**config.mk**
```make
export PLATFORM = sky130hd
export DESIGN_NAME = hsv_to_rgb_convert
export DESIGN_NICKNAME = d
export VERILOG_FILES = /design/src/hsv2rgb_pkg.sv /design/src/hsv2rgb_scale.sv /design/src/hsv_to_rgb_convert.sv
export SDC_FILE = /design/constraint.sdc
export NUM_CORES = 2
export LEC_CHECK = 0
export BUFFER_PORTS_ARGS = -buffer_cell sky130_fd_sc_hd__buf_2
export CAP_MARGIN = 20
export CORE_MARGIN = 2
export CORE_UTILIZATION = 40
export CTS_CLUSTER_DIAMETER = 120
export DETAILED_ROUTE_END_ITERATION = 10
export PLACE_DENSITY = 0.65
export SYNTH_ARGS = -nofsm -noshare
export SYNTH_HDL_FRONTEND = slang
export SYNTH_SLANG_ARGS = --single-unit
```
**constraint.sdc**
```tcl
create_clock -name aclk -period 7.4 [get_ports aclk]
set_input_delay 0.37 -clock aclk [delete_from_list [all_inputs] [get_ports aclk]]
set_output_delay 0.37 -clock aclk [all_outputs]
set_load 0.02 [all_outputs]
```
**src/hsv2rgb_pkg.sv**
```systemverilog
// ----------------------------------------------------------------------------
// hsv2rgb_pkg
// Shared widths, fixed-point constants and pipeline control type for the
// HSV to RGB converter.
// ----------------------------------------------------------------------------
`default_nettype none

package hsv2rgb_pkg;

    // input word layout
    localparam int HUE_W     = 13;
    localparam int PCT_W     = 11;
    localparam int IN_DATA_W = 40;

    localparam int SEC_W   = 3;
    localparam int DIST_W  = 10;
    localparam int SV_W    = 2 * PCT_W;
    localparam int PROD_W  = 32;

    // six register stages: two in the top level, four in each channel scaler
    localparam int PIPE_DEPTH = 6;
    localparam int STG_DIFF   = 2;
    localparam int STG_ROUND  = 3;
    localparam int STG_EST    = 4;
    localparam int STG_OUT    = 5;

    localparam logic [DIST_W-1:0] HUE_SECTOR = 10'd960;
    localparam int                HUE_WRAPS  = 8;

    // 1600 * 960: weight of v in the common numerator
    localparam logic [20:0] V_SCALE = 21'd1536000;

    // full-scale denominator 1600 * 1600 * 960 = 2^18 * 9375
    localparam logic [PROD_W-1:0] DEN       = 32'd2457600000;
    localparam logic [PROD_W-1:0] HALF_DEN  = 32'd1228800000;
    localparam int                DEN_SHIFT = 18;
    localparam int                ODD_W     = 14;
    localparam logic [ODD_W-1:0]  DEN_ODD   = 14'd9375;

    typedef struct packed {
        logic [PIPE_DEPTH-1:0] en;
        logic [PIPE_DEPTH-1:0] vld;
    } pipe_ctl_t;

endpackage

`default_nettype wire

```
**src/hsv2rgb_scale.sv**
```systemverilog
// ----------------------------------------------------------------------------
// hsv2rgb_scale
// One output channel: clamp the exact numerator, scale it to full scale and
// divide by the fixed denominator with round to nearest (four stages).
// ----------------------------------------------------------------------------
`default_nettype none

module hsv2rgb_scale #(
    parameter int OUT_BITS = 12
) (
    input  wire logic                        aclk,
    input  wire hsv2rgb_pkg::pipe_ctl_t      ctl,
    input  wire logic [hsv2rgb_pkg::PROD_W-1:0] vterm,
    input  wire logic [hsv2rgb_pkg::PROD_W-1:0] prod,
    output logic [OUT_BITS-1:0]              level
);
    import hsv2rgb_pkg::*;

    localparam int NS_W   = OUT_BITS + ODD_W;
    localparam int REC_W  = OUT_BITS + 1;
    localparam int FULL_W = PROD_W + OUT_BITS;
    localparam int REM_W  = ODD_W + 1;
    localparam longint unsigned REC_L = (64'd1 << NS_W) / 64'd9375;
    localparam logic [REC_W-1:0] RECIP = REC_W'(REC_L);

    logic [PROD_W-1:0]   n_reg,  n_next;
    logic [NS_W-1:0]     ns_d_reg, ns_d_next;
    logic [NS_W-1:0]     ns_e_reg;
    logic [REC_W-1:0]    q0_reg, q0_next;
    logic [OUT_BITS-1:0] level_reg, level_next;

    logic [PROD_W:0]         diff;
    logic [FULL_W-1:0]       full;
    logic [NS_W+REC_W-1:0]   est;
    logic [NS_W:0]           back;
    logic [NS_W:0]           rem;
    logic [REM_W-1:0]        rem_lo;
    logic [REC_W-1:0]        q_fix;

    // clamp numerator into 0..DEN
    always_comb begin
        diff = {1'b0, vterm} - {1'b0, prod};
        if (diff[PROD_W]) begin
            n_next = '0;
        end else if (diff[PROD_W-1:0] > DEN) begin
            n_next = DEN;
        end else begin
            n_next = diff[PROD_W-1:0];
        end
    end

    // n * (2^OUT_BITS - 1) + DEN/2, then drop the power-of-two part of DEN
    always_comb begin
        full = {n_reg, {OUT_BITS{1'b0}}} - FULL_W'(n_reg) + FULL_W'(HALF_DEN);
        ns_d_next = full[FULL_W-1:DEN_SHIFT];
    end

    // reciprocal estimate, low by at most one
    always_comb begin
        est     = (NS_W+REC_W)'(ns_d_reg) * (NS_W+REC_W)'(RECIP);
        q0_next = est[NS_W+REC_W-1:NS_W];
    end

    // fix up the estimate with one compare
    always_comb begin
        back   = (NS_W+1)'(q0_reg) * (NS_W+1)'(DEN_ODD);
        rem    = {1'b0, ns_e_reg} - back;
        rem_lo = rem[REM_W-1:0];
        q_fix  = q0_reg + ((rem_lo >= REM_W'(DEN_ODD)) ? REC_W'(1) : REC_W'(0));
        level_next = q_fix[OUT_BITS-1:0];
    end

    always_ff @(posedge aclk) begin
        if (ctl.en[STG_DIFF]) begin
            n_reg <= n_next;
        end
        if (ctl.en[STG_ROUND]) begin
            ns_d_reg <= ns_d_next;
        end
        if (ctl.en[STG_EST]) begin
            ns_e_reg <= ns_d_reg;
            q0_reg   <= q0_next;
        end
        if (ctl.en[STG_OUT]) begin
            level_reg <= level_next;
        end
    end

    assign level = level_reg;

endmodule

`default_nettype wire

```
**src/hsv_to_rgb_convert.sv**
```systemverilog
// ----------------------------------------------------------------------------
// hsv_to_rgb_convert
// HSV to RGB colour conversion, one pixel per word, fully pipelined.
// ----------------------------------------------------------------------------
// Path: stage A, stage B, then the scaler's diff, round, estimate and output stages.
// Throughput: one word per cycle; six register stages, one multiplier deep.
// Stalls only when all six stages hold words and the output is not taken.
// Reset: aresetn (synchronous, active low) clears all stage valid bits.
// ----------------------------------------------------------------------------
`default_nettype none

module hsv_to_rgb_convert #(
    parameter int OUT_BITS = 12
) (
    input  wire logic                              aclk,
    input  wire logic                              aresetn,
    input  wire logic                              s_tvalid,
    output logic                                   s_tready,
    // hue[12:0], saturation[23:13], brightness[34:24], zero pad
    input  wire logic [hsv2rgb_pkg::IN_DATA_W-1:0] s_tdata,
    output logic                                   m_tvalid,
    input  wire logic                              m_tready,
    // red, green, blue (OUT_BITS each from bit 0 up), zero pad
    output logic [((3*OUT_BITS+7)/8)*8-1:0]        m_tdata
);
    import hsv2rgb_pkg::*;

    localparam int OUT_W = ((3 * OUT_BITS + 7) / 8) * 8;

    localparam logic [1:0] ROLE_BIG  = 2'd0;
    localparam logic [1:0] ROLE_MID  = 2'd1;
    localparam logic [1:0] ROLE_ZERO = 2'd2;

    logic [PIPE_DEPTH-1:0] vld_reg, vld_next;
    logic [PIPE_DEPTH-1:0] en;
    pipe_ctl_t             ctl;

    logic [HUE_W-1:0] hue_in;
    logic [PCT_W-1:0] sat_in;
    logic [PCT_W-1:0] bri_in;

    logic [SEC_W-1:0]  sec_a_reg, sec_a_next;
    logic [DIST_W-1:0] kc_a_reg,  kc_a_next;
    logic [SV_W-1:0]   sv_a_reg,  sv_a_next;
    logic [PCT_W-1:0]  v_a_reg;

    logic [2:0][PROD_W-1:0] prod_b_reg, prod_b_next;
    logic [PROD_W-1:0]      vterm_b_reg, vterm_b_next;

    logic [3:0]        wrap_idx;
    logic [HUE_W-1:0]  hue_base;
    logic [HUE_W-1:0]  hue_rem;
    logic [2:0][1:0]   roles;
    logic [2:0][OUT_BITS-1:0] chan_level;

    assign hue_in = s_tdata[HUE_W-1:0];
    assign sat_in = s_tdata[HUE_W+PCT_W-1:HUE_W];
    assign bri_in = s_tdata[HUE_W+2*PCT_W-1:HUE_W+PCT_W];

    // per-stage enable: load when empty or when the next stage moves on
    always_comb begin
        en[PIPE_DEPTH-1] = !vld_reg[PIPE_DEPTH-1] || m_tready;
        for (int i = PIPE_DEPTH - 2; i >= 0; i--) begin
            en[i] = !vld_reg[i] || en[i+1];
        end
        vld_next[0] = en[0] ? s_tvalid : vld_reg[0];
        for (int i = 1; i < PIPE_DEPTH; i++) begin
            vld_next[i] = en[i] ? vld_reg[i-1] : vld_reg[i];
        end
    end

    assign ctl.en  = en;
    assign ctl.vld = vld_reg;

    always_ff @(posedge aclk) begin
        if (!aresetn) begin
            vld_reg <= '0;
        end else begin
            vld_reg <= vld_next;
        end
    end

    // stage A: sector and position in one step over the wrapped hue range
    always_comb begin
        wrap_idx = '0;
        for (int j = 1; j <= HUE_WRAPS; j++) begin
            if (hue_in >= HUE_W'(j * int'(HUE_SECTOR))) begin
                wrap_idx = 4'(j);
            end
        end
        hue_base = HUE_W'(wrap_idx) * HUE_W'(HUE_SECTOR);
        hue_rem  = hue_in - hue_base;
        sec_a_next = (wrap_idx >= 4'd6) ? SEC_W'(wrap_idx - 4'd6) : SEC_W'(wrap_idx);
        // kc = 960 - k, the distance of the secondary channel from chroma
        kc_a_next = sec_a_next[0] ? hue_rem[DIST_W-1:0]
                                  : HUE_SECTOR - hue_rem[DIST_W-1:0];
        sv_a_next = SV_W'(sat_in) * SV_W'(bri_in);
    end

    always_ff @(posedge aclk) begin
        if (en[0]) begin
            sec_a_reg <= sec_a_next;
            kc_a_reg  <= kc_a_next;
            sv_a_reg  <= sv_a_next;
            v_a_reg   <= bri_in;
        end
    end

    // stage B: channel value = 1600*960*v - s*v*dist
    always_comb begin
        unique case (sec_a_reg)
            3'd0:    roles = {ROLE_ZERO, ROLE_MID,  ROLE_BIG};
            3'd1:    roles = {ROLE_ZERO, ROLE_BIG,  ROLE_MID};
            3'd2:    roles = {ROLE_MID,  ROLE_BIG,  ROLE_ZERO};
            3'd3:    roles = {ROLE_BIG,  ROLE_MID,  ROLE_ZERO};
            3'd4:    roles = {ROLE_BIG,  ROLE_ZERO, ROLE_MID};
            default: roles = {ROLE_MID,  ROLE_ZERO, ROLE_BIG};
        endcase
        for (int c = 0; c < 3; c++) begin
            unique case (roles[c])
                ROLE_BIG: prod_b_next[c] = '0;
                ROLE_MID: prod_b_next[c] = PROD_W'(sv_a_reg) * PROD_W'(kc_a_reg);
                default:  prod_b_next[c] = PROD_W'(sv_a_reg) * PROD_W'(HUE_SECTOR);
            endcase
        end
        vterm_b_next = PROD_W'(v_a_reg) * PROD_W'(V_SCALE);
    end

    always_ff @(posedge aclk) begin
        if (en[1]) begin
            prod_b_reg  <= prod_b_next;
            vterm_b_reg <= vterm_b_next;
        end
    end

    for (genvar c = 0; c < 3; c++) begin : g_chan
        hsv2rgb_scale #(
            .OUT_BITS(OUT_BITS)
        ) u_scale (
            .aclk  (aclk),
            .ctl   (ctl),
            .vterm (vterm_b_reg),
            .prod  (prod_b_reg[c]),
            .level (chan_level[c])
        );
    end

    assign s_tready = en[0];
    assign m_tvalid = vld_reg[PIPE_DEPTH-1];
    assign m_tdata  = {{(OUT_W - 3 * OUT_BITS){1'b0}}, chan_level[2], chan_level[1],
                       chan_level[0]};

    // input holds off only when every stage is full and the output is stalled
    a_stall_only_when_full: assert property (@(posedge aclk) disable iff (!aresetn)
        !s_tready |-> (vld_reg == {PIPE_DEPTH{1'b1}}) && !m_tready)
        else $error("input stalled with a free stage");

    a_accept_enters: assert property (@(posedge aclk) disable iff (!aresetn)
        s_tvalid && s_tready |=> vld_reg[0])
        else $error("accepted word did not enter the first stage");

    a_drain_bubble: assert property (@(posedge aclk) disable iff (!aresetn)
        m_tvalid && m_tready && !vld_reg[PIPE_DEPTH-2] |=> !m_tvalid)
        else $error("output word repeated after being taken");

endmodule

`default_nettype wire

```
==> out/metrics.cfg <==
[run_status]
status = completed

[synthesis]
synth_edf_count = 456
avgSynthCellArea_um2 = 10.2
synth-xor-area-share = 0.0506
synthMuxAreaShare = 0.00213
synth_compound_area_frac = 0.0872
ys_ff_latch = 462
ys.flop_type = edfxtp_1
syn_area_mm2 = 0.0652
synth_adder_area_share = 0.462
synth_top_family_by_area = adder cells
synth_async_sr_flop_share = 0
yosys.area_share.simple = 0.0948
synth_cells = 6368
synth_seq_area_share = 0.212
yosysWarnings = 0
synth_cell_types = 84

[sta]
relSlewSlack = 0.311
fmax_mhz = 146
rsz0062_at_grt = no
setup_violations = 0
min_period_ps = 6840
min_period_over_period = 0.925
setup_tns_ps = 0
clock_skew_ps = 49.0
worst_pin_slew_ps = 1030
drv_slew = 0
hold_violations = 0

[cts]
cts_root_buf = clkbuf_16
cts_tree = yes
cts_buffers = 56
clockBufferDepth = 3
cts-htree-levels = 2
clkLatencyLatePin_ps = 680
clkTransAtPathRegs_ps = 60
numClockSinks = 462

[drt]
drt-initial-drc-count = 2232
vias = 43100
drc = 0
ant_nets = 0
wl_per_cell_um = 16.0
dr.pass1.iters = 5
finalWirelength_um = 138000
vias_per_cell = 4.99

[cells_and_area]
register_area_mm2 = 0.0138
multiInputGateArea_mm2 = 0.0455
fin_cells = 8632
final_area_mm2 = 0.0700
area.growth.synth_to_final_pct = 7.27
drive_gt1_frac = 0.0364
final_nets = 8301
fillers = 15400
n_antenna_cell = 0

[place]
hpwl_um = 118000
place_congestion = 0.927
port_buffers = 76
place_area_mm2 = 0.0681
dpl.cell_count = 8525

[die]
coreArea_mm2 = 0.162
start_util = 0.402
ios = 86
die_x_um = 408
core.rowCount = 148
dieArea_mm2 = 0.166
die_y_um = 408

[worst_setup_path]
endpoint_kind = register
critPathRequiredTime_ps = 7830
worstPathMaxFanout = 7
worstSetupStartpointType = register
worstSetupPathType = reg2reg
cp.arrival_ps = 7280

[global_routing]
grt_pass1_vias = 45900
grt_pass1_wl_um = 233000
grt.total_usage = 0.170
antenna_found_initial = 0
grt_max_degree = 86
grt-ovfl-total = 0

[min_path]
hp-class = in2reg

[flow_run]
maxCapViolCount = 0

==> worst max-delay path, stage by stage, from the launching register on <==
cell and delay (ps):
edfxtp_1 540, fa_1 620, inv_1 80, ha_1 270, ha_1 290, ha_1 270
inv_1 50, fa_1 540, inv_1 50, fa_1 500, inv_1 40, ha_1 350
o21ai_0 100, o21bai_1 130, and4_1 220, a2111oi_1 520, o21ai_0 250, xnor2_1 170
and3_1 190, o2111ai_1 260, ha_1 250, ha_1 220, nand3_1 130, nor3_1 290
nand2_1 110, xnor2_1 130
==> Yosys cell counts, types with 23 or more instances <==
library cell	number	share of area
nor2_1	278	0.016
a31oi_1	29	0.0028
o21ai_0	131	0.010
clkbuf_1	118	0.0068
nand2b_1	44	0.0042
a211oi_1	27	0.0031
o21bai_1	25	0.0029
nor3_1	78	0.0060
xor2_1	116	0.016
ha_1	900	0.17
a21o_1	116	0.013
o21a_1	47	0.0054
nor2b_1	62	0.0059
nand3_1	71	0.0054
and3_1	36	0.0035
a22o_1	51	0.0068
nor4_1	26	0.0025
fa_1	944	0.29
o22ai_1	24	0.0023
a21oi_1	228	0.017
edfxtp_1	456	0.21
inv_1	1442	0.083
nand2_1	355	0.020
or3_1	23	0.0022
and2_1	176	0.017
xnor2_1	261	0.035
nand4_1	32	0.0031
==> stage by stage <==
stage           util  hold WS, ps  setup WS, ps
2_1_floorplan      -          432          1040
3_3_place_gp   0.419          444           420
3_5_place_dp   0.419          461           414
4_1_cts        0.431         6.54           388
5_1_grt        0.431         40.7           115
6_report       0.431         51.1           557
==> logic make-up after synthesis <==
group                      after synthesis
other                                    1
AOI/OAI and AO/OA                      848
adders and majority gates             1844
buffers and inverters                 1572
and+or+nand+nor                       1251
muxes                                   13
DFF                                    462
xor gates and xnor gates               377
==> routing by layer <==
layer	global-route usage	wire [um]	up-vias
met3	0.0191	5200	203
li1	-	-	20800
met5	0	0	-
met2	0.289	65900	815
met1	0.228	62200	21300
met4	0.0529	4560	0
==> final timing paths <==
kind,start,to,slack (ps),cells after the start
worst min register to register,vld_reg[2],vld_reg[3],480,1
worst max-delay path,g_chan[1].u_scale.q0_reg[3],g_chan[1].u_scale.level[10],560,25
worst min-delay path,s_tdata[5],kc_a_reg[5],50,2
worst max register to register,g_chan[1].u_scale.q0_reg[3],g_chan[1].u_scale.level[10],560,25
==> area by class of cell <==
cell class              count  share of cell area
multi-input cells        4337               0.650
flip-flops and latches    462               0.197
inverters                1442              0.0774
well taps                2175              0.0389
clock buffers              68              0.0207
repair buffers            114              0.0100
clock inverters            34             0.00513
==> cells in the final DEF, fill, tap and decap left out, drive strengths merged, types with 20 or more instances in the layout <==
cell    netlist  final
buf          12    110
o22ai        24     24
a211oi       27     27
nor4         26     26
o21a         47     47
a21o        116    116
nor3         78     78
nand3        71     71
and2        176    176
a31oi        30     30
nand2b       44     44
fa          944    944
nor2        278    278
nand4        32     32
and3         36     36
a21oi       228    228
xnor2       261    261
edfxtp      456    456
clkinv        0     20
o21ai       140    140
inv        1442   1445
or3          23     23
ha          900    900
o21bai       25     25
a22o         51     51
nor2b        62     62
clkbuf      118     68
nand2       355    355
xor2        116    116
==> timing repair <==
item | CTS | global route
setup endpoints to repair | 0 | 1
setup buffers | 0 | 0
resized for setup | 0 | 1
hold buffers | 4 | 0
endpoints found under the hold margin | 7 | 0
Power is left out: the tool's default activity adds up to more than one toggle a clock period on the data nets, which glitch-free logic cannot reach.
